<file path="src/sv/xmodem_crc_sender_assert.svh">
// Assertion macros for the XMODEM-CRC sender.
// Needs clk_i and rst_ni in the scope of the including module.
`ifndef XMODEM_CRC_SENDER_ASSERT_SVH
`define XMODEM_CRC_SENDER_ASSERT_SVH

// The consequent must hold in the same cycle as the antecedent.
`define XCS_ASSERT_NOW(label, ante, cons) \
  label: assert property (@(posedge clk_i) disable iff (!rst_ni) (ante) |-> (cons)) \
    else $error("xmodem_crc_sender: same-cycle check failed");

// The consequent must hold in the cycle after the antecedent.
`define XCS_ASSERT_NEXT(label, ante, cons) \
  label: assert property (@(posedge clk_i) disable iff (!rst_ni) (ante) |=> (cons)) \
    else $error("xmodem_crc_sender: next-cycle check failed");

`endif

</file>
<file path="src/sv/xcs_pkg.sv">
// Shared types, codes and the CRC-16 step for the XMODEM-CRC sender.
// No dependencies.
`default_nettype none

package xcs_pkg;

  localparam logic [7:0] MarkSoh = 8'h01;
  localparam logic [7:0] MarkEot = 8'h04;
  localparam logic [7:0] MarkAck = 8'h06;
  localparam logic [7:0] MarkNak = 8'h15;
  localparam logic [7:0] DefaultPad = 8'h1A;
  localparam logic [7:0] DefaultTimeout = 8'd200;
  localparam logic [15:0] CrcPoly = 16'h1021;
  localparam int unsigned DefaultQueueDepth = 2;

  typedef enum logic [2:0] {
    CMD_START   = 3'd0,
    CMD_PAYLOAD = 3'd1,
    CMD_PAD     = 3'd2,
    CMD_REPLY   = 3'd3,
    CMD_TICK    = 3'd4
  } cmd_e;

  typedef enum logic [3:0] {
    ST_IDLE        = 4'd0,
    ST_SENDING     = 4'd1,
    ST_WAIT_BLOCK  = 4'd2,
    ST_WAIT_LAST   = 4'd3,
    ST_WAIT_NAK    = 4'd4,
    ST_WAIT_FINAL  = 4'd5,
    ST_DONE        = 4'd6,
    ST_REPLY_ABORT = 4'd7,
    ST_TIME_ABORT  = 4'd8,
    ST_REJECT      = 4'd9
  } status_e;

  // One queued item: one or three result bytes sharing valid and status.
  typedef struct packed {
    logic [7:0] b0;
    logic [7:0] b1;
    logic [7:0] b2;
    logic       three;
    logic       tx_valid;
    status_e    status;
  } entry_t;

  // CRC-16, polynomial 0x1021, MSB first, one byte.
  function automatic logic [15:0] crc_feed(input logic [15:0] crc, input logic [7:0] b);
    logic [15:0] c;
    c = crc ^ {b, 8'h00};
    for (int i = 0; i < 8; i++) begin
      if (c[15]) begin
        c = {c[14:0], 1'b0} ^ CrcPoly;
      end else begin
        c = {c[14:0], 1'b0};
      end
    end
    return c;
  endfunction

endpackage

`default_nettype wire

</file>
<file path="src/sv/xcs_front.sv">
// Front end: accepts commands, keeps the protocol state and the CRC,
// and queues one entry per command. Depends on xcs_pkg.
`default_nettype none

module xcs_front (
  input  logic            clk_i,
  input  logic            rst_ni,
  input  logic            accept_i,
  input  logic [2:0]      command_i,
  input  logic [7:0]      payload_byte_i,
  input  logic [7:0]      reply_byte_i,
  input  logic [7:0]      timeout_limit_i,
  input  logic [7:0]      pad_value_i,
  output xcs_pkg::entry_t entry_o
);
  import xcs_pkg::*;

  status_e     phase_q, phase_d;
  logic [7:0]  pkt_q, pkt_d;
  logic [6:0]  fill_q, fill_d;
  logic [15:0] crc_q, crc_d;
  logic [7:0]  ticks_q, ticks_d;

  logic        restartable;
  logic        in_wait;
  logic [7:0]  data_byte;
  logic [15:0] crc_next;
  logic [8:0]  ticks_inc;

  assign restartable = (phase_q == ST_IDLE) || (phase_q == ST_DONE) ||
                       (phase_q == ST_REPLY_ABORT) || (phase_q == ST_TIME_ABORT);
  assign in_wait = (phase_q == ST_WAIT_BLOCK) || (phase_q == ST_WAIT_LAST) ||
                   (phase_q == ST_WAIT_NAK) || (phase_q == ST_WAIT_FINAL);
  assign data_byte = (command_i == CMD_PAYLOAD) ? payload_byte_i : pad_value_i;
  assign crc_next  = crc_feed(crc_q, data_byte);
  assign ticks_inc = {1'b0, ticks_q} + 9'd1;

  always_comb begin
    phase_d = phase_q;
    pkt_d   = pkt_q;
    fill_d  = fill_q;
    crc_d   = crc_q;
    ticks_d = ticks_q;
    entry_o = '{b0: 8'h00, b1: 8'h00, b2: 8'h00, three: 1'b0,
                tx_valid: 1'b0, status: ST_REJECT};
    unique case (command_i)
      CMD_START: begin
        if (restartable) begin
          phase_d = ST_SENDING;
          pkt_d   = 8'd1;
          fill_d  = '0;
          crc_d   = '0;
          ticks_d = '0;
          entry_o = '{b0: MarkSoh, b1: 8'd1, b2: 8'hFE, three: 1'b1,
                      tx_valid: 1'b1, status: ST_SENDING};
        end
      end
      CMD_PAYLOAD, CMD_PAD: begin
        if (phase_q == ST_SENDING) begin
          crc_d  = crc_next;
          fill_d = fill_q + 7'd1;
          entry_o.b0       = data_byte;
          entry_o.tx_valid = 1'b1;
          entry_o.status   = ST_SENDING;
          // The byte that fills the block carries the CRC behind it.
          if (fill_q == 7'h7F) begin
            phase_d = (command_i == CMD_PAYLOAD) ? ST_WAIT_BLOCK : ST_WAIT_LAST;
            ticks_d = '0;
            entry_o.b1     = crc_next[15:8];
            entry_o.b2     = crc_next[7:0];
            entry_o.three  = 1'b1;
            entry_o.status = phase_d;
          end
        end
      end
      CMD_REPLY: begin
        if (in_wait) begin
          if (phase_q == ST_WAIT_BLOCK && reply_byte_i == MarkAck) begin
            pkt_d   = pkt_q + 8'd1;
            crc_d   = '0;
            fill_d  = '0;
            phase_d = ST_SENDING;
            entry_o = '{b0: MarkSoh, b1: pkt_d, b2: ~pkt_d, three: 1'b1,
                        tx_valid: 1'b1, status: ST_SENDING};
          end else if ((phase_q == ST_WAIT_LAST && reply_byte_i == MarkAck) ||
                       (phase_q == ST_WAIT_NAK && reply_byte_i == MarkNak)) begin
            phase_d = (phase_q == ST_WAIT_LAST) ? ST_WAIT_NAK : ST_WAIT_FINAL;
            ticks_d = '0;
            entry_o.b0       = MarkEot;
            entry_o.tx_valid = 1'b1;
            entry_o.status   = phase_d;
          end else if (phase_q == ST_WAIT_FINAL && reply_byte_i == MarkAck) begin
            phase_d        = ST_DONE;
            entry_o.status = ST_DONE;
          end else begin
            phase_d        = ST_REPLY_ABORT;
            entry_o.status = ST_REPLY_ABORT;
          end
        end
      end
      CMD_TICK: begin
        if (in_wait) begin
          if (ticks_inc > {1'b0, timeout_limit_i}) begin
            phase_d = ST_TIME_ABORT;
          end else begin
            ticks_d = ticks_inc[7:0];
          end
        end
        entry_o.status = phase_d;
      end
      default: begin
        entry_o.status = ST_REJECT;
      end
    endcase
  end

  always_ff @(posedge clk_i or negedge rst_ni) begin
    if (!rst_ni) begin
      phase_q <= ST_IDLE;
      pkt_q   <= '0;
      fill_q  <= '0;
      crc_q   <= '0;
      ticks_q <= '0;
    end else if (accept_i) begin
      phase_q <= phase_d;
      pkt_q   <= pkt_d;
      fill_q  <= fill_d;
      crc_q   <= crc_d;
      ticks_q <= ticks_d;
    end
  end

endmodule

`default_nettype wire

</file>
<file path="src/sv/xcs_fifo.sv">
// Short queue of entries between the front end and the serializer.
// Depends on xcs_pkg.
`default_nettype none

module xcs_fifo #(
  parameter int unsigned Depth = xcs_pkg::DefaultQueueDepth
) (
  input  logic            clk_i,
  input  logic            rst_ni,
  input  logic            wr_i,
  input  xcs_pkg::entry_t wr_data_i,
  input  logic            rd_i,
  output xcs_pkg::entry_t rd_data_o,
  output logic            full_o,
  output logic            empty_o
);
  import xcs_pkg::*;

  localparam int unsigned PtrW = (Depth > 1) ? $clog2(Depth) : 1;
  localparam int unsigned CntW = $clog2(Depth + 1);
  localparam logic [PtrW-1:0] LastPtr = PtrW'(Depth - 1);

  entry_t            slots_q [Depth];
  logic [PtrW-1:0]   wr_ptr_q, rd_ptr_q;
  logic [CntW-1:0]   count_q;
  logic              do_wr, do_rd;

  assign full_o    = (count_q == CntW'(Depth));
  assign empty_o   = (count_q == '0);
  assign do_wr     = wr_i && !full_o;
  assign do_rd     = rd_i && !empty_o;
  assign rd_data_o = slots_q[rd_ptr_q];

  always_ff @(posedge clk_i) begin
    if (do_wr) begin
      slots_q[wr_ptr_q] <= wr_data_i;
    end
  end

  always_ff @(posedge clk_i or negedge rst_ni) begin
    if (!rst_ni) begin
      wr_ptr_q <= '0;
      rd_ptr_q <= '0;
      count_q  <= '0;
    end else begin
      if (do_wr) begin
        wr_ptr_q <= (wr_ptr_q == LastPtr) ? '0 : wr_ptr_q + 1'b1;
      end
      if (do_rd) begin
        rd_ptr_q <= (rd_ptr_q == LastPtr) ? '0 : rd_ptr_q + 1'b1;
      end
      if (do_wr && !do_rd) begin
        count_q <= count_q + 1'b1;
      end else if (do_rd && !do_wr) begin
        count_q <= count_q - 1'b1;
      end
    end
  end

endmodule

`default_nettype wire

</file>
<file path="src/sv/xcs_back.sv">
// Back end: serializes each queued entry into one or three results held
// in an output register. Depends on xcs_pkg.
`default_nettype none

module xcs_back (
  input  logic             clk_i,
  input  logic             rst_ni,
  input  xcs_pkg::entry_t  entry_i,
  input  logic             avail_i,
  output logic             take_o,
  input  logic             pop,
  output logic             empty,
  output logic [7:0]       tx_byte_o,
  output logic             tx_valid_o,
  output logic [3:0]       status_o,
  output logic             last_result_o
);
  import xcs_pkg::*;

  logic       out_valid_q;
  logic [1:0] idx_q;
  logic [7:0] byte_q;
  logic       txv_q, last_q;
  logic [3:0] status_q;

  logic       load;
  logic       is_last;
  logic [7:0] sel_byte;

  // The output register can take a new result when it is free or being popped.
  assign load    = !out_valid_q || pop;
  assign is_last = !entry_i.three || (idx_q == 2'd2);
  assign take_o  = load && avail_i && is_last;

  always_comb begin
    case (idx_q)
      2'd0:    sel_byte = entry_i.b0;
      2'd1:    sel_byte = entry_i.b1;
      default: sel_byte = entry_i.b2;
    endcase
  end

  always_ff @(posedge clk_i or negedge rst_ni) begin
    if (!rst_ni) begin
      out_valid_q <= 1'b0;
      idx_q       <= '0;
    end else if (load) begin
      out_valid_q <= avail_i;
      if (avail_i) begin
        idx_q <= is_last ? 2'd0 : idx_q + 2'd1;
      end
    end
  end

  always_ff @(posedge clk_i) begin
    if (load && avail_i) begin
      byte_q   <= sel_byte;
      txv_q    <= entry_i.tx_valid;
      status_q <= entry_i.status;
      last_q   <= is_last;
    end
  end

  assign empty         = !out_valid_q;
  assign tx_byte_o     = byte_q;
  assign tx_valid_o    = txv_q;
  assign status_o      = status_q;
  assign last_result_o = last_q;

endmodule

`default_nettype wire

</file>
<file path="src/sv/xmodem_crc_sender.sv">
// XMODEM-CRC sender, 128-byte blocks, top level with APB register port.
// The first result of a command passes through the queue and then the output register
// on its way to the outputs, if the result queue is drained.
// Throughput: one command per cycle for single-result commands while results are popped;
// a header or CRC command occupies the output register for three results.
// Reset: asynchronous and active low; state idle, timeout 200, pad byte 0x1A.
`default_nettype none

module xmodem_crc_sender #(
  parameter int unsigned QueueDepth = xcs_pkg::DefaultQueueDepth
) (
  input  logic        clk_i,
  input  logic        rst_ni,
  input  logic        push,
  output logic        full,
  input  logic [2:0]  command_i,
  input  logic [7:0]  payload_byte_i,
  input  logic [7:0]  reply_byte_i,
  output logic        empty,
  input  logic        pop,
  output logic [7:0]  tx_byte_o,
  output logic        tx_valid_o,
  output logic [3:0]  status_o,
  output logic        last_result_o,
  input  logic        psel,
  input  logic        penable,
  input  logic        pwrite,
  input  logic [2:0]  paddr,
  input  logic [31:0] pwdata,
  output logic [31:0] prdata,
  output logic        pready
);
  import xcs_pkg::*;
  `include "xmodem_crc_sender_assert.svh"

  logic [7:0] timeout_q, pad_q;
  logic       accept;
  logic       q_empty, q_take;
  entry_t     front_entry, q_entry;

  assign pready = 1'b1;
  assign accept = push && !full;

  always_ff @(posedge clk_i or negedge rst_ni) begin
    if (!rst_ni) begin
      timeout_q <= DefaultTimeout;
      pad_q     <= DefaultPad;
    end else if (psel && penable && pwrite && pready) begin
      if (paddr[2]) begin
        pad_q <= pwdata[7:0];
      end else begin
        timeout_q <= pwdata[7:0];
      end
    end
  end

  assign prdata = {24'h000000, paddr[2] ? pad_q : timeout_q};

  xcs_front u_front (
    .clk_i          (clk_i),
    .rst_ni         (rst_ni),
    .accept_i       (accept),
    .command_i      (command_i),
    .payload_byte_i (payload_byte_i),
    .reply_byte_i   (reply_byte_i),
    .timeout_limit_i(timeout_q),
    .pad_value_i    (pad_q),
    .entry_o        (front_entry)
  );

  xcs_fifo #(
    .Depth(QueueDepth)
  ) u_fifo (
    .clk_i    (clk_i),
    .rst_ni   (rst_ni),
    .wr_i     (accept),
    .wr_data_i(front_entry),
    .rd_i     (q_take),
    .rd_data_o(q_entry),
    .full_o   (full),
    .empty_o  (q_empty)
  );

  xcs_back u_back (
    .clk_i        (clk_i),
    .rst_ni       (rst_ni),
    .entry_i      (q_entry),
    .avail_i      (!q_empty),
    .take_o       (q_take),
    .pop          (pop),
    .empty        (empty),
    .tx_byte_o    (tx_byte_o),
    .tx_valid_o   (tx_valid_o),
    .status_o     (status_o),
    .last_result_o(last_result_o)
  );

  // A transferred command always leaves an entry in the queue.
  `XCS_ASSERT_NEXT(a_push_fills_queue, accept, !q_empty)
  // Rejected commands produce exactly one result.
  `XCS_ASSERT_NOW(a_reject_single, !empty && status_o == ST_REJECT, last_result_o)
  // Only headers and CRC blocks give several results, and those are all bytes.
  `XCS_ASSERT_NOW(a_multi_is_data, !empty && !last_result_o, tx_valid_o)

endmodule

`default_nettype wire
</file>
<file path="config.mk">
export PLATFORM = sky130hd
export DESIGN_NAME = xmodem_crc_sender
export DESIGN_NICKNAME = d
export VERILOG_FILES = /design/src/sv/xcs_pkg.sv /design/src/sv/xcs_front.sv /design/src/sv/xcs_fifo.sv /design/src/sv/xcs_back.sv /design/src/sv/xmodem_crc_sender.sv
export VERILOG_INCLUDE_DIRS = /design/src /design/src/sv
export SDC_FILE = /design/constraint.sdc
export NUM_CORES = 1
export LEC_CHECK = 0
export ABC_AREA = 1
export BUFFER_PORTS_ARGS = -buffer_cell sky130_fd_sc_hd__buf_4
export CAP_MARGIN = 20
export CELL_PAD_IN_SITES_DETAIL_PLACEMENT = 1
export CELL_PAD_IN_SITES_GLOBAL_PLACEMENT = 1
export CORE_MARGIN = 2
export CORE_UTILIZATION = 43
export DETAILED_ROUTE_END_ITERATION = 8
export PLACE_DENSITY_LB_ADDON = 0.2
export SYNTH_ARGS = -nofsm -noshare
export SYNTH_HDL_FRONTEND = slang
export SYNTH_HIERARCHICAL = 1
export SYNTH_SLANG_ARGS = --single-unit
</file>
<file path="constraint.sdc">
create_clock -name clk_i -period 4.05 [get_ports clk_i]
set_clock_uncertainty 0.1 [all_clocks]
set_input_delay 0.6075 -clock clk_i [delete_from_list [all_inputs] [get_ports clk_i]]
set_output_delay 0.6075 -clock clk_i [all_outputs]
set_load 0.1 [all_outputs]
</file>
# Yosys cells after proc, flatten, opt, wreduce, memory -nomap -nowiden
# Memories as Yosys holds them, arrays and structs flattened.
# Index checks and enable logic that the tools add are counted.
# totals
regBits,80
mem_bits_rw,60
inputBits,61
output_inout_bits,49
elab_cells,174
n_memories,1
# memory_table
name,depth,word_bits,read_ports,rd_ports_with_merged_regs,write_ports,line_no,text
u_fifo.slots_q,2,30,1,0,1,xcs_fifo.sv:23,entry_t slots_q [Depth];
# classes
add_sub_neg,8
order_cmp,1
eq_ne,27
n_mux,65
n_bitwise,12
n_reduce_logical,44
# ops
op,count
$mux 8,14
$mux 13,8
$pmux 26 s3,1
$mux 16,4
$mux 30,2
$pmux 16 s3,1
$mux 4,9
$mux 17,2
$pmux 4 s4,2
$pmux 8 s2,2
$pmux 8 s4,1
$mux 7,4
$not 3->3,8
$mux 23,1
$pmux 7 s3,1
$eq 4x3->1 const B,4
$xor 16x16->16,1
$ne 2x1->1 const B,7
$logic_and 1x1->1,13
$reduce_and 6->1,2
$reduce_and 10->1,1
$add 8x1->9 const B,1
$gt 9x8->1,1
$logic_or 1x1->1,9
other kinds (33),58

# Longest topological paths before layout
# Gate-level depths: netlist of run 1.
# logic_depth
word_depth,22
depth_mapped,19
mapped_depth_nobuf,19

# Cells and area by module
# Netlist of run 1, hierarchy kept.
# by_module_without_submodules
module,instances,cells_per_inst,area_each_um2,seq_area_each_um2
xcs_front,1,596,3667.3,1076.0
xcs_fifo,1,188,2403.6,1901.8
xmodem_crc_sender,1,128,968.4,407.9
xcs_back,1,76,787.0,495.5

# Worst setup path after synthesis of run 1
# Ideal clock, no wire load.
# synth_timing
path_type,register to register
from,register u_fifo.count_q[1]
to,memory u_fifo/slots_q[1][0] (netlist bit) (enable)
setup_ns,0.417
arrival_time_ns,2.548
t_required_ns,3.533
slack_ns,0.985
stages_incl_launch_ff,6
path_buffers,0
period_less_slack_ns,3.065
path_cell_list,dfrtp_1 inv_1 nor2_2 nor2_1 o21ai_0 nor2_1
# synth_via
elab_chain_cells,6
# synth_lines
element,line_no,text
from (decl),xcs_fifo.sv:25,logic [CntW-1:0] count_q;
from (signal assigned),xcs_fifo.sv:53,count_q <= count_q + 1'b1;
from (signal assigned),xcs_fifo.sv:55,count_q <= count_q - 1'b1;
$eq 2x2->1,xcs_fifo.sv:28,assign full_o = (count_q == CntW'(Depth));
net full,xmodem_crc_sender.sv:15,"output logic full,"
$logic_not 1->1,xmodem_crc_sender.sv:42,assign accept = push && !full;
$logic_and 1x1->1,xmodem_crc_sender.sv:42,
net accept,xmodem_crc_sender.sv:37,logic accept;
$logic_and 1x1->1,xcs_fifo.sv:30,assign do_wr = wr_i && !full_o;
$mux 1,xcs_fifo.sv:35,if (do_wr) begin
$mux 1 (not written as such),xcs_fifo.sv:36,slots_q[wr_ptr_q] <= wr_data_i;
to (decl),xcs_fifo.sv:23,
# The timed path passes the listed nets, and every way through them passes these cells.

==> results of run 1 <==
power breakdown:
part / switching [uW] / internal, uW
Clock: 683 / 805
Combinational: 2050 / 628
Sequential: 231 / 2000
Total: 2970 / 3430
metrics by stage:
step,utilization,worst slack (ns)
after floorplan,-,0.985
after global placement,0.469,1.38
after detailed placement,0.469,1.34
after CTS,0.500,1.31
after global routing,0.500,1.06
final,0.500,1.34
cell families after synthesis:
logic type	Yosys count	synth area share
DFF	140	0.496
and+or+nand+nor	621	0.343
AOI/OAI and AO/OA	48	0.0336
xor gates and xnor gates	13	0.0145
other	2	0.000960
buffers and inverters	149	0.0884
adders and majority gates	15	0.0240
metal layers:
layer | vias to the layer above | share of wire
met4 | 0 | 0.014
met3 | 21 | 0.030
met2 | 105 | 0.51
met5 | - | 0
li1 | 3221 | -
met1 | 3179 | 0.44
Yosys cell counts, types with 10 or more instances:
cell type    n
edfxtp_1    74
nor2_1      48
buf_2       12
a21oi_1     12
inv_1       98
nand4_1     10
o21ai_1     10
buf_4       28
nand3_1     97
dfrtp_1     60
o21ai_0     16
xor2_1      11
ha_1        15
nand2_1    430
worst reg2reg max path, stage by stage (launching register included):
cell and delay (ns):
dfrtp_1 0.43, ha_1 0.21, nand2_1 0.06, inv_1 0.11
nand4_1 0.11, xor2_1 0.20, inv_1 0.07, ha_1 0.28
nand2_1 0.06, nand2_1 0.04, nand2_1 0.05, nand2_1 0.05
nor2_1 0.11, nand2_1 0.08, nand3_1 0.15, nand2_1 0.09
nand2_1 0.08, nand3_1 0.13
final cells by class:
type                    count  area (um2)
repair buffers             63         473
inverters                 107         407
clock inverters            15         130
well taps                 229         287
fillers                  2233        8960
clock buffers              17         425
flip-flops and latches    140        3880
multi-input cells         722        3340
sequential cells by signal, indices dropped and copies added, names as in the netlist:
name and count:
u_back/idx_q 2, u_front/pkt_q 8, u_fifo/slots_q 60, u_fifo/count_q 2, u_back/status_o 4, u_back/tx_byte_o 8
u_fifo/rd_ptr_q 1, pad_q 8, timeout_q 8, u_front/ticks_q 8, u_back/tx_valid_o 1, u_front/phase_q 4
u_front/fill_q 7, u_back/out_valid_q 1, u_back/last_result_o 1, u_fifo/wr_ptr_q 1, u_front/crc_q 16
worst paths after layout:
kind	startpoint	to	slack (ns)
min	rst_ni	u_back/idx_q[0]	0.22
max in group asynchronous	rst_ni	u_front/fill_q[3]	3.03
min in group clk_i	pwdata[1]	pad_q[1]	0.32
min reg2reg	pad_q[3]	pad_q[3]	0.38
max	u_front/ticks_q[0]	u_fifo/slots_q[1][3]	1.34
max reg2reg	u_front/ticks_q[0]	u_fifo/slots_q[1][3]	1.34
==> impl_results.html, run 1 <==
<table>
<tr><th>Metric</th><th>Value</th></tr>
<tr><th colspan="2">Status</th></tr>
<tr><td>Result of the run</td><td>finished, final reports clean</td></tr>
<tr><th colspan="2">Setup path</th></tr>
<tr><td>Critical path required time</td><td>4.09 ns</td></tr>
<tr><td>CP Capture Type</td><td>flop</td></tr>
<tr><td>Critical Path Start Type</td><td>flop</td></tr>
<tr><td>Chain of cells forming the critical path</td><td>ha_1, nand2_1, inv_1, nand4_1, xor2_1, inv_1, ha_1, nand2_1, nand2_1, nand2_1, nand2_1, nor2_1, nand2_1, nand3_1, nand2_1, nand2_1, nand3_1</td></tr>
<tr><td>Reg2reg path depth</td><td>17</td></tr>
<tr><td>Library cell contributing the largest single delay on the critical path</td><td>dfrtp_1</td></tr>
<tr><td>Type of the worst setup path</td><td>reg2reg</td></tr>
<tr><td>Arrival time reported for the critical path endpoint</td><td>2.75 ns</td></tr>
<tr><td>Critical path peak fanout</td><td>5</td></tr>
<tr><td>Kind of cell adding the most delay to the critical path</td><td>simple AND/OR/NAND/NOR gates</td></tr>
<tr><td>CP dominant cell by count</td><td>nand2_1</td></tr>
<tr><td>Critical path depth</td><td>17</td></tr>
<tr><td>Count of buffering cells on the critical path with inverters included</td><td>2</td></tr>
<tr><td>CP max stage delay</td><td>0.43 ns</td></tr>
<tr><th colspan="2">Place</th></tr>
<tr><td>Placed wire-length estimate after detailed placement</td><td>about 15,000 um</td></tr>
<tr><td>Placed Area</td><td>approximately 8400 um2</td></tr>
<tr><td>Port Buffer Count</td><td>58</td></tr>
<tr><td>Post-placement cell count</td><td>about 1.3k</td></tr>
<tr><td>Weighted congestion reported at the end of routability-driven placement</td><td>0.823</td></tr>
<tr><th colspan="2">Timing</th></tr>
<tr><td>Hold Vio Cnt, Final</td><td>0</td></tr>
<tr><td>Actual transition at the worst max-transition pin</td><td>0.965 ns</td></tr>
<tr><td>Min Tclk post-route</td><td>~2.7 ns</td></tr>
<tr><td>Total Neg Setup Slack</td><td>0 ns</td></tr>
<tr><td>Final slew viol count</td><td>0</td></tr>
<tr><td>Max transition margin</td><td>0.357</td></tr>
<tr><td>Period utilisation layout</td><td>0.669</td></tr>
<tr><td>Number of endpoints failing setup at the final stage</td><td>0</td></tr>
<tr><td>Top achievable clock speed</td><td>~370 MHz</td></tr>
<tr><td>Worst hold slack</td><td>0.218 ns</td></tr>
<tr><td>Setup repair after global routing missed its margin</td><td>false</td></tr>
<tr><th colspan="2">Synthesis</th></tr>
<tr><td>Top_reg_cell synth</td><td>edfxtp_1</td></tr>
<tr><td>Leading post-synthesis cells by cell area</td><td>edfxtp_1, nand2_1, dfrtp_1, nand3_1, inv_1</td></tr>
<tr><td>Post-Syn Area per Cell</td><td>7.92 um2</td></tr>
<tr><td>Seq cells post-synth</td><td>140</td></tr>
<tr><td>Proportion of register bits with asynchronous set or reset after synthesis</td><td>0.471</td></tr>
<tr><td>Post-synth top area share</td><td>0.284</td></tr>
<tr><td>Yosys warning count</td><td>6</td></tr>
<tr><td>Sequential-to-total area share from yosys stat</td><td>0.496</td></tr>
<tr><td>Library cell with the largest summed area after synthesis</td><td>edfxtp_1</td></tr>
<tr><td>Number of instances in the synthesized netlist</td><td>988</td></tr>
<tr><td>Post-synth EDFFs</td><td>74</td></tr>
<tr><td>Unique cell type count in the Yosys netlist</td><td>40</td></tr>
<tr><td>Cell area after synthesis</td><td>7830 um2</td></tr>
<tr><th colspan="2">Die</th></tr>
<tr><td>Core box area</td><td>17,900 um2</td></tr>
<tr><td>Starting utilization of the core area</td><td>0.437</td></tr>
<tr><td>Number of placement rows</td><td>49</td></tr>
<tr><td>Number of I/O pins</td><td>110</td></tr>
<tr><td>Die Outline Area</td><td>19,300 um2</td></tr>
<tr><td>Die width</td><td>139 um</td></tr>
<tr><td>Height of the chip</td><td>around 140 um</td></tr>
<tr><th colspan="2">Routing</th></tr>
<tr><td>Iteration count of the initial detailed-routing pass</td><td>4</td></tr>
<tr><td>Via/cell ratio</td><td>~5.0</td></tr>
<tr><td>Post-DRT Antenna Nets</td><td>0</td></tr>
<tr><td>Iter 0 DRT Violations</td><td>415</td></tr>
<tr><td>Total wirelength of the detailed-routed design</td><td>20,600 um</td></tr>
<tr><td>Remaining DRCs</td><td>0</td></tr>
<tr><td>Post-DR wirelength/cell</td><td>15.9 um</td></tr>
<tr><td>Via Count</td><td>6,526</td></tr>
<tr><th colspan="2">Global route</th></tr>
<tr><td>Number of antenna violations at the first check in global routing</td><td>0</td></tr>
<tr><td>First-pass GRT wire length</td><td>about 34,000 um</td></tr>
<tr><td>Number of global-route vias before repair</td><td>6,898</td></tr>
<tr><td>Pin count of the biggest net entering global routing</td><td>67</td></tr>
<tr><td>Total GRT Usage</td><td>0.220</td></tr>
<tr><td>Met3 capacity usage during global routing</td><td>0.0390</td></tr>
<tr><td>Grt peak-use layer</td><td>met2</td></tr>
<tr><td>Routing usage on met1</td><td>0.275</td></tr>
<tr><td>Global route total overflow</td><td>0</td></tr>
<tr><td>Met2 track demand over resource</td><td>0.388</td></tr>
<tr><th colspan="2">CTS</th></tr>
<tr><td>Clock tree from TritonCTS</td><td>built</td></tr>
<tr><td>Clock tree root driver cell</td><td>clkbuf_16</td></tr>
<tr><td>Worst-skew pair later-pin latency</td><td>0.43 ns</td></tr>
<tr><td>Cells resized by post-CTS repair</td><td>0</td></tr>
<tr><td>Buffers from clock root to sink, at most</td><td>2</td></tr>
<tr><td>Clock Sinks</td><td>140</td></tr>
<tr><td>Number of H-tree branching levels</td><td>4</td></tr>
<tr><td>Clock-pin slew on the worst setup and hold paths</td><td>0.07 ns</td></tr>
<tr><td>Hold buffer count at CTS</td><td>0</td></tr>
<tr><td>Post-CTS setup buffer count</td><td>0</td></tr>
<tr><td>Number of CTS-inserted buffers</td><td>17</td></tr>
<tr><th colspan="2">Layout</th></tr>
<tr><td>Proportion of layout cells with a drive suffix above 1</td><td>0.131</td></tr>
<tr><td>Synth-to-layout area growth</td><td>14.3%</td></tr>
<tr><td>Final antenna diode count</td><td>0</td></tr>
<tr><td>Top library cells by usage in the layout, fill and taps aside</td><td>nand2_1, inv_1, nand3_1</td></tr>
<tr><td>Number of nets in the final layout</td><td>1,127</td></tr>
<tr><td>Total non-filler cell area in the finished layout</td><td>~9000 um2</td></tr>
<tr><td>Most frequent standard cell in the layout excluding fill and tap cells</td><td>nand2_1</td></tr>
<tr><td>Non-filler instance count after layout</td><td>around 1.3k</td></tr>
<tr><th colspan="2">Flow run</th></tr>
<tr><td>Max-cap violation count</td><td>0</td></tr>
<tr><th colspan="2">Power and ir drop</th></tr>
<tr><td>Leakage component of the power</td><td>0.00448 uW</td></tr>
<tr><td>Total power density per cell area</td><td>715 nW/um2</td></tr>
<tr><td>Highest ir drop seen on vdd</td><td>roughly 520 uV</td></tr>
<tr><td>Final Power</td><td>6400 uW</td></tr>
<tr><th colspan="2">Worst hold path</th></tr>
<tr><td>Hold/Removal Path Class</td><td>in2async</td></tr>
</table>
Power figures use the tool's default switching activity.
==> run 2: changes to the inputs <==
==> constraint.sdc (replaced) <==
create_clock -name clk_i -period 2.8 [get_ports clk_i]
set_clock_uncertainty 0.1 [all_clocks]
set_input_delay 0.42 -clock clk_i [delete_from_list [all_inputs] [get_ports clk_i]]
set_output_delay 0.42 -clock clk_i [all_outputs]
set_load 0.1 [all_outputs]
==> impl_results.html, run 2 (synthesis gave the netlist of run 1 again) <==
<table>
<tr><th>Metric</th><th>Value</th></tr>
<tr><th colspan="2">Status</th></tr>
<tr><td>Result of the run</td><td>finished, final reports clean</td></tr>
<tr><th colspan="2">Power and ir drop</th></tr>
<tr><td>Switching share of total power</td><td>0.448 (-0.0160)</td></tr>
<tr><td>Logic gate share of total power</td><td>0.419 (about the same)</td></tr>
<tr><td>Total power density per cell area</td><td>1030 nW/um2 (+44%)</td></tr>
<tr><td>Sequential power share</td><td>0.347 (about the same)</td></tr>
<tr><td>Leakage component of the power</td><td>0.00452 uW (+1.0%)</td></tr>
<tr><td>Clock share of power</td><td>0.234 (about the same)</td></tr>
<tr><td>Highest ir drop seen on vdd</td><td>1040 uV (+99%)</td></tr>
<tr><td>Net Switching</td><td>4160 uW (+40%)</td></tr>
<tr><td>Int Power</td><td>5130 uW (+50%)</td></tr>
<tr><th colspan="2">Place</th></tr>
<tr><td>Weighted congestion reported at the end of routability-driven placement</td><td>0.860 (+4.5%)</td></tr>
<tr><td>Placed wire-length estimate after detailed placement</td><td>14,900 um (+0.91%)</td></tr>
<tr><td>Port Buffer Count</td><td>58 (unchanged)</td></tr>
<tr><th colspan="2">Layout</th></tr>
<tr><td>Most frequent standard cell in the layout excluding fill and tap cells</td><td>nand2_1</td></tr>
<tr><td>Proportion of layout cells with a drive suffix above 1</td><td>0.135 (+0.00475)</td></tr>
<tr><td>Number of nets in the final layout</td><td>1,134 (+0.62%)</td></tr>
<tr><td>Reg with most FFs</td><td>u_fifo/slots_q</td></tr>
<tr><td>Final antenna diode count</td><td>0 (unchanged)</td></tr>
<tr><td>Fillers</td><td>2,237 (+0.18%)</td></tr>
<tr><td>Post-layout util</td><td>0.504 (+0.00405)</td></tr>
<tr><td>Top flop regs</td><td>u_fifo/slots_q: 60 flops, u_front/crc_q: 16 flops</td></tr>
<tr><td>Synth-to-layout area growth</td><td>15.2%</td></tr>
<tr><td>Number of flip-flops in the largest register</td><td>60 (unchanged)</td></tr>
<tr><td>Top library cells by usage in the layout, fill and taps aside</td><td>nand2_1, inv_1, nand3_1</td></tr>
<tr><th colspan="2">Routing</th></tr>
<tr><td>Total wirelength of the detailed-routed design</td><td>20,400 um (-0.80%)</td></tr>
<tr><td>Post-DRT Antenna Nets</td><td>0 (unchanged)</td></tr>
<tr><td>Remaining DRCs</td><td>0 (unchanged)</td></tr>
<tr><td>Via/cell ratio</td><td>5.04 (-0.17%)</td></tr>
<tr><td>Post-DR wirelength/cell</td><td>15.7 um (-1.3%)</td></tr>
<tr><td>Iteration count of the initial detailed-routing pass</td><td>5 (+1)</td></tr>
<tr><td>Iter 0 DRT Violations</td><td>303 (-27%)</td></tr>
<tr><td>Via Count</td><td>6,550 (+0.37%)</td></tr>
<tr><th colspan="2">CTS</th></tr>
<tr><td>Clock tree from TritonCTS</td><td>built</td></tr>
<tr><td>Clock-pin slew on the worst setup and hold paths</td><td>0.06 ns (about the same)</td></tr>
<tr><td>Hold buffer count at CTS</td><td>0 (unchanged)</td></tr>
<tr><td>Clock Sinks</td><td>140 (unchanged)</td></tr>
<tr><td>Number of H-tree branching levels</td><td>4 (unchanged)</td></tr>
<tr><td>Clock tree root driver cell</td><td>clkbuf_16</td></tr>
<tr><td>Number of CTS-inserted buffers</td><td>17 (unchanged)</td></tr>
<tr><td>Buffers from clock root to sink, at most</td><td>2 (unchanged)</td></tr>
<tr><td>Worst-skew pair later-pin latency</td><td>0.42 ns (about the same)</td></tr>
<tr><th colspan="2">Worst hold path</th></tr>
<tr><td>Hold/Removal Path Class</td><td>in2async</td></tr>
<tr><th colspan="2">Die</th></tr>
<tr><td>Core box area</td><td>17,900 um2 (unchanged)</td></tr>
<tr><td>Die width</td><td>139 um (unchanged)</td></tr>
<tr><td>Number of I/O pins</td><td>110 (unchanged)</td></tr>
<tr><td>Die Outline Area</td><td>19,300 um2 (unchanged)</td></tr>
<tr><td>Height of the chip</td><td>139 um (unchanged)</td></tr>
<tr><td>Starting utilization of the core area</td><td>0.437 (unchanged)</td></tr>
<tr><td>Number of placement rows</td><td>49 (unchanged)</td></tr>
<tr><th colspan="2">Setup path</th></tr>
<tr><td>CP Capture Type</td><td>flop</td></tr>
<tr><td>Arrival time reported for the critical path endpoint</td><td>2.62 ns (-0.13 ns)</td></tr>
<tr><td>Critical Path Start Type</td><td>flop</td></tr>
<tr><td>Critical path required time</td><td>2.83 ns (-1.26 ns)</td></tr>
<tr><td>Critical path peak fanout</td><td>5 (unchanged)</td></tr>
<tr><td>Type of the worst setup path</td><td>reg2reg</td></tr>
<tr><th colspan="2">Global route</th></tr>
<tr><td>Pin count of the biggest net entering global routing</td><td>67 (unchanged)</td></tr>
<tr><td>Global route total overflow</td><td>0 (unchanged)</td></tr>
<tr><td>Total GRT Usage</td><td>0.217 (-0.00329)</td></tr>
<tr><td>First-pass GRT wire length</td><td>33,700 um (-0.73%)</td></tr>
<tr><td>Number of global-route vias before repair</td><td>6,768 (-1.9%)</td></tr>
<tr><td>Number of antenna violations at the first check in global routing</td><td>0 (unchanged)</td></tr>
<tr><th colspan="2">Timing</th></tr>
<tr><td>Max transition margin</td><td>0.380 (+0.0233)</td></tr>
<tr><td>Number of endpoints failing setup at the final stage</td><td>0 (unchanged)</td></tr>
<tr><td>Top achievable clock speed</td><td>386 MHz (+4.7%)</td></tr>
<tr><td>Final slew viol count</td><td>0 (unchanged)</td></tr>
<tr><td>Period utilisation layout</td><td>0.925 (+0.256)</td></tr>
<tr><td>Min Tclk post-route</td><td>2.59 ns (-0.121 ns)</td></tr>
<tr><td>Worst hold slack</td><td>0.0326 ns (-0.186 ns)</td></tr>
<tr><td>Actual transition at the worst max-transition pin</td><td>0.930 ns (-0.0349 ns)</td></tr>
<tr><td>Hold Vio Cnt, Final</td><td>0 (unchanged)</td></tr>
<tr><th colspan="2">Flow run</th></tr>
<tr><td>Max-cap violation count</td><td>0 (unchanged)</td></tr>
</table>
run 2: cell types whose count changed in the layout (fill, tap and decap cells not counted), moves of 2 or more:
cell       delta
nor2_1        -2
buf_4         +7
clkbuf_1      +3
clkinv_2      +3
nor2_2        +2
inv_6         -4
inv_8         -3
bufinv_16     +2
run 2: area by class of cell:
| type | count | area [um2] | area share |
|---|---|---|---|
| clock inverter | 12 | 124 | 0.0137 |
| clock buffer | 20 | 437 | 0.0484 |
| inverter | 107 | 407 | 0.0451 |
| multi-input combinational | 722 | 3360 | 0.372 |
| timing repair buffer | 70 | 526 | 0.0583 |
| tap | 229 | 287 | 0.0318 |
| sequential | 140 | 3880 | 0.430 |
run 2: repair_timing:
item                                    CTS  global route
buffers inserted                          0             2
resized for setup                         0             4
endpoints found under the setup margin    0            14
run 2: worst paths after layout:
check / from / endpoint / slack (ns) / cells after the start
worst max register to register: u_front/ticks_q[0] / u_fifo/slots_q[1][3] / 0.21 / 13
min in group clk_i: pwdata[7] / timeout_q[7] / 0.14 / 3
worst max-delay path: u_front/ticks_q[0] / u_fifo/slots_q[1][3] / 0.21 / 13
worst min-delay path: rst_ni / u_back/idx_q[0] / 0.03 / 1
worst min register to register: pad_q[1] / pad_q[1] / 0.38 / 2
max in group asynchronous: rst_ni / u_front/crc_q[9] / 1.96 / 1
run 2: worst max-delay path, cell delays in order, from the launching register on:
cell,delay [ns]
dfrtp_1,0.40
ha_1,0.21
nand2_1,0.06
inv_1,0.11
nand4_1,0.11
xor2_1,0.18
inv_1,0.07
ha_1,0.29
and3_1,0.17
nand4_1,0.17
nand3_2,0.16
nand2_1,0.08
nand2_1,0.06
nand3_1,0.13
run 2: through the flow:
stage               cells  cell area [um2]  total power [uW]  setup TNS (ns)  setup WS, ns
finish               1300             9020              9300               0         0.210
global route         1300             9020              9880        -0.00113     -0.000813
CTS                  1298             8990              9390               0         0.129
detailed placement   1266             8430              7150               0         0.168
global placement     1266             8430              7020               0         0.240
floorplan            1011             7920              6190               0        0.0721
run 2: power by group through the flow:
| stage | registers [uW] | clock network, uW | logic (uW) |
|---|---|---|---|
| after CTS | 3240 | 2230 | 3920 |
| after floorplan | 3930 | 0 | 2260 |
| after global placement | 3230 | 0 | 3790 |
| final | 3230 | 2170 | 3890 |
| after detailed placement | 3270 | 0 | 3880 |
| after global routing | 3300 | 2310 | 4280 |
run 2: routing by layer:
metal,track usage,vias up,part of all wire
li1,-,3242,-
met1,0.267,3174,0.43
met2,0.390,105,0.52
met3,0.0331,29,0.030
met4,0.0707,0,0.019
met5,0,-,0
==> run 3: changes to the inputs <==
--- a/config.mk
+++ b/config.mk
@@ -6,13 +6,12 @@
 export SDC_FILE = /design/constraint.sdc
 export NUM_CORES = 1
 export LEC_CHECK = 0
-export ABC_AREA = 1
 export BUFFER_PORTS_ARGS = -buffer_cell sky130_fd_sc_hd__buf_4
 export CAP_MARGIN = 20
 export CELL_PAD_IN_SITES_DETAIL_PLACEMENT = 1
 export CELL_PAD_IN_SITES_GLOBAL_PLACEMENT = 1
 export CORE_MARGIN = 2
-export CORE_UTILIZATION = 43
+export CORE_UTILIZATION = 46
 export DETAILED_ROUTE_END_ITERATION = 8
 export PLACE_DENSITY_LB_ADDON = 0.2
 export SYNTH_ARGS = -nofsm -noshare
==> impl_results.html, run 3 <==
<table>
<tr><th>Metric</th><th>Value</th></tr>
<tr><th colspan="2">Die</th></tr>
<tr><td>Core box area</td><td>16,000 um2 (-11%)</td></tr>
<tr><td>Number of I/O pins</td><td>110 (unchanged)</td></tr>
<tr><td>Number of placement rows</td><td>46 (-6.1%)</td></tr>
<tr><td>Height of the chip</td><td>132 um (-4.7%)</td></tr>
<tr><td>Die Outline Area</td><td>17,500 um2 (-9.1%)</td></tr>
<tr><td>Die width</td><td>132 um (-4.7%)</td></tr>
<tr><td>Starting utilization of the core area</td><td>0.474 (+0.0372)</td></tr>
<tr><th colspan="2">Synthesis</th></tr>
<tr><td>Top_reg_cell synth</td><td>edfxtp_1</td></tr>
<tr><td>Seq cells post-synth</td><td>140 (unchanged)</td></tr>
<tr><td>Xor/xnor cell area share of the yosys netlist</td><td>0.0557 (+0.0412)</td></tr>
<tr><td>Proportion of register bits with asynchronous set or reset after synthesis</td><td>0.471 (unchanged)</td></tr>
<tr><td>Main combinational cell family by area after synthesis</td><td>simple AND/OR/NAND/NOR gates</td></tr>
<tr><td>Most instantiated library cell after synthesis</td><td>edfxtp_1</td></tr>
<tr><td>Post-synth top area share</td><td>0.293 (+0.00885)</td></tr>
<tr><td>Post-synthesis mux area share</td><td>0.116 (+0.116)</td></tr>
<tr><td>Compound-cell area share of the yosys netlist</td><td>0.107 (+0.0737)</td></tr>
<tr><td>Leading post-synthesis cells by cell area</td><td>edfxtp_1, dfrtp_1, mux2_4, mux2_2, nand2_1</td></tr>
<tr><td>Yosys warning count</td><td>6 (unchanged)</td></tr>
<tr><td>Synth Area in Adders</td><td>0.0247 (+0.000747)</td></tr>
<tr><td>Cell area after synthesis</td><td>7590 um2 (-3.0%)</td></tr>
<tr><td>Post-Syn Area per Cell</td><td>11.8 um2 (+49%)</td></tr>
<tr><td>Post-synth EDFFs</td><td>74 (unchanged)</td></tr>
<tr><td>Library cell with the largest summed area after synthesis</td><td>edfxtp_1</td></tr>
<tr><td>Number of instances in the synthesized netlist</td><td>643 (-35%)</td></tr>
<tr><td>Sequential-to-total area share from yosys stat</td><td>0.511 (+0.0155)</td></tr>
<tr><td>Post-synth top cells</td><td>edfxtp_1, nand2_1, dfrtp_1</td></tr>
<tr><td>Unique cell type count in the Yosys netlist</td><td>73 (+83%)</td></tr>
<tr><td>Area fraction in and, or, nand and nor cells after synthesis</td><td>0.128 (-0.215)</td></tr>
<tr><th colspan="2">Routing</th></tr>
<tr><td>Iter 0 DRT Violations</td><td>294 (-3.0%)</td></tr>
<tr><td>Iteration count of the initial detailed-routing pass</td><td>6 (+1)</td></tr>
<tr><td>Via/cell ratio</td><td>5.61 (+11%)</td></tr>
<tr><td>Total wirelength of the detailed-routed design</td><td>20,600 um (+0.92%)</td></tr>
<tr><td>Remaining DRCs</td><td>0 (unchanged)</td></tr>
<tr><td>Post-DRT Antenna Nets</td><td>0 (unchanged)</td></tr>
<tr><td>Via Count</td><td>5,460 (-17%)</td></tr>
<tr><td>Post-DR wirelength/cell</td><td>21.1 um (+35%)</td></tr>
<tr><th colspan="2">Timing</th></tr>
<tr><td>Final slew viol count</td><td>0 (unchanged)</td></tr>
<tr><td>Total Neg Setup Slack</td><td>-1.03 ns (-1.03 ns)</td></tr>
<tr><td>Max transition margin</td><td>0.361 (-0.0187)</td></tr>
<tr><td>Hold Vio Cnt, Final</td><td>0 (unchanged)</td></tr>
<tr><td>Top achievable clock speed</td><td>340 MHz (-12%)</td></tr>
<tr><td>Number of endpoints failing setup at the final stage</td><td>16 (+16)</td></tr>
<tr><td>Period utilisation layout</td><td>1.05 (+0.127)</td></tr>
<tr><td>Worst hold slack</td><td>0.0313 ns (-0.00133 ns)</td></tr>
<tr><td>Setup repair after global routing missed its margin</td><td>true</td></tr>
<tr><td>Actual transition at the worst max-transition pin</td><td>0.958 ns (+0.0281 ns)</td></tr>
<tr><td>Min Tclk post-route</td><td>2.94 ns (+0.355 ns)</td></tr>
<tr><td>Fin worst setup slack</td><td>-0.144 ns (-0.355 ns)</td></tr>
<tr><th colspan="2">Status</th></tr>
<tr><td>Result of the run</td><td>complete, but fails checks</td></tr>
<tr><td>Violations in the final reports</td><td>setup timing</td></tr>
<tr><th colspan="2">CTS</th></tr>
<tr><td>Buffers from clock root to sink, at most</td><td>2 (unchanged)</td></tr>
<tr><td>Clock-pin slew on the worst setup and hold paths</td><td>0.06 ns (about the same)</td></tr>
<tr><td>Clock Sinks</td><td>140 (unchanged)</td></tr>
<tr><td>Clock tree from TritonCTS</td><td>built</td></tr>
<tr><td>Clock tree root driver cell</td><td>clkbuf_16</td></tr>
<tr><td>Number of H-tree branching levels</td><td>4 (unchanged)</td></tr>
<tr><td>Hold buffer count at CTS</td><td>0 (unchanged)</td></tr>
<tr><td>Number of CTS-inserted buffers</td><td>17 (unchanged)</td></tr>
<tr><td>Worst-skew pair later-pin latency</td><td>0.42 ns (about the same)</td></tr>
<tr><th colspan="2">Setup path</th></tr>
<tr><td>Critical Path Start Type</td><td>flop</td></tr>
<tr><td>Crit path launch</td><td>u_front/ticks_q[0]</td></tr>
<tr><td>Arrival time reported for the critical path endpoint</td><td>3.15 ns (+0.53 ns)</td></tr>
<tr><td>Library cell contributing the largest single delay on the critical path</td><td>dfrtp_1</td></tr>
<tr><td>Chain of cells forming the critical path</td><td>ha_2, and3_4, nand3_2, xnor2_2, ha_1, nand3_2, or3_1, o211ai_1, nand3_1, a21bo_4, mux2_4</td></tr>
<tr><td>CP Capture Type</td><td>flop</td></tr>
<tr><td>CP max stage delay</td><td>0.38 ns (-0.02 ns)</td></tr>
<tr><td>Type of the worst setup path</td><td>reg2reg</td></tr>
<tr><td>Beginning of the worst register-to-register path</td><td>u_front/ticks_q[0]</td></tr>
<tr><td>Reg2reg path depth</td><td>11 (-2)</td></tr>
<tr><td>Critical path required time</td><td>3.01 ns (+0.18 ns)</td></tr>
<tr><td>CP dominant cell by count</td><td>nand3_2</td></tr>
<tr><td>Critical path peak fanout</td><td>5 (unchanged)</td></tr>
<tr><th colspan="2">Layout</th></tr>
<tr><td>Top flop regs</td><td>u_fifo/slots_q: 60 flops, u_front/crc_q: 16 flops</td></tr>
<tr><td>Final antenna diode count</td><td>0 (unchanged)</td></tr>
<tr><td>Post-layout util</td><td>0.575 (+0.0717)</td></tr>
<tr><td>Synth-to-layout area growth</td><td>21.3%</td></tr>
<tr><td>Number of nets in the final layout</td><td>820 (-28%)</td></tr>
<tr><td>Reg with most FFs</td><td>u_fifo/slots_q</td></tr>
<tr><td>Proportion of layout cells with a drive suffix above 1</td><td>0.321 (+0.186)</td></tr>
<tr><td>Most frequent standard cell in the layout excluding fill and tap cells</td><td>buf_4</td></tr>
<tr><td>Number of flip-flops in the largest register</td><td>60 (unchanged)</td></tr>
<tr><td>Fillers</td><td>1,683 (-25%)</td></tr>
<tr><td>Top library cells by usage in the layout, fill and taps aside</td><td>buf_4, edfxtp_1, nand2_1</td></tr>
<tr><th colspan="2">Global route</th></tr>
<tr><td>First-pass GRT wire length</td><td>32,700 um (-3.1%)</td></tr>
<tr><td>Number of antenna violations at the first check in global routing</td><td>0 (unchanged)</td></tr>
<tr><td>Total GRT Usage</td><td>0.241 (+0.0240)</td></tr>
<tr><td>Global route total overflow</td><td>0 (unchanged)</td></tr>
<tr><td>Number of global-route vias before repair</td><td>5,955 (-12%)</td></tr>
<tr><td>Pin count of the biggest net entering global routing</td><td>67 (unchanged)</td></tr>
<tr><th colspan="2">Place</th></tr>
<tr><td>Placed wire-length estimate after detailed placement</td><td>14,200 um (-4.7%)</td></tr>
<tr><td>Weighted congestion reported at the end of routability-driven placement</td><td>0.818 (-4.8%)</td></tr>
<tr><td>Setup slack at placement</td><td>-0.0550 ns (-0.223 ns)</td></tr>
<tr><td>Port Buffer Count</td><td>58 (unchanged)</td></tr>
<tr><th colspan="2">Power and ir drop</th></tr>
<tr><td>Leakage component of the power</td><td>0.00393 uW (-13%)</td></tr>
<tr><td>Final Power</td><td>10,500 uW (+13%)</td></tr>
<tr><td>Total power density per cell area</td><td>1150 nW/um2 (+11%)</td></tr>
<tr><td>Highest ir drop seen on vdd</td><td>652 uV (-38%)</td></tr>
<tr><th colspan="2">Worst hold path</th></tr>
<tr><td>Hold/Removal Path Class</td><td>in2async</td></tr>
<tr><th colspan="2">Flow run</th></tr>
<tr><td>Max-cap violation count</td><td>0 (unchanged)</td></tr>
</table>
## run 3: timing repair
action | in CTS | in global routing
setup buffers | 4 | 1
pin swaps | 8 | 9
resized for setup | 9 | 10
endpoints found under the setup margin | 13 | 19
## run 3: cells by family (layout without fill, tap and decap cells)
logic type / after synthesis / in the layout
xor gates and xnor gates: 44 / 44
AOI/OAI and AO/OA: 116 / 116
adders and majority gates: 15 / 15
buffers and inverters: 76 / 167
and+or+nand+nor: 182 / 182
DFF: 140 / 140
other: 2 / 25
muxes: 68 / 68
## run 3: cell type report
type / count / area (um2) / share of cell area
Inverter: 24 / 90.1 / 0.00979
Clock inverter: 14 / 215 / 0.0234
Timing Repair Buffer: 111 / 862 / 0.0936
Multi-Input combinational cell: 450 / 3460 / 0.376
Clock buffer: 18 / 429 / 0.0466
Sequential cell: 140 / 3880 / 0.422
Tap cell: 216 / 270 / 0.0294
## run 3: worst max-delay path, delay by kind of cell (launching register included)
family / cells / cell delay [ns]
compound gates: 2 / 0.48
xor+xnor: 1 / 0.15
fa+ha+maj: 2 / 0.52
flops: 1 / 0.38
mux: 1 / 0.30
simple gates: 5 / 0.89
## run 3: where the power goes
| part | leakage, uW | switching, uW | internal, uW | total, uW |
|---|---|---|---|---|
| clock | 0.000311 | 886 | 1580 | 2470 |
| combinational | 0.00208 | 3110 | 1710 | 4820 |
| sequential | 0.00154 | 356 | 2900 | 3250 |
| total | 0.00393 | 4350 | 6190 | 10500 |
## run 3: final timing paths
check	slack, ns	endpoint
max in group asynchronous	1.93	pad_q[7]
max	-0.14	u_front/ticks_q[0]
max reg2reg	-0.14	u_front/ticks_q[0]
min reg2reg	0.39	u_front/fill_q[6]
min in group clk_i	0.15	pad_q[6]
min	0.03	u_back/idx_q[1]
## run 3: metal layers
layer | routed length, um | GRT usage | part of all wire
met1 | 8850 | 0.300 | 0.43
met2 | 10500 | 0.414 | 0.51
met3 | 791 | 0.0483 | 0.038
met4 | 427 | 0.0908 | 0.021
met5 | 0 | 0 | 0
## run 3: per-stage QoR
| step | instances | cell area, um2 |
|---|---|---|
| finish | 973 | 9210 |
| global route | 973 | 9210 |
| CTS | 972 | 9150 |
| detailed placement | 936 | 8440 |
| global placement | 936 | 8440 |
| floorplan | 666 | 7680 |
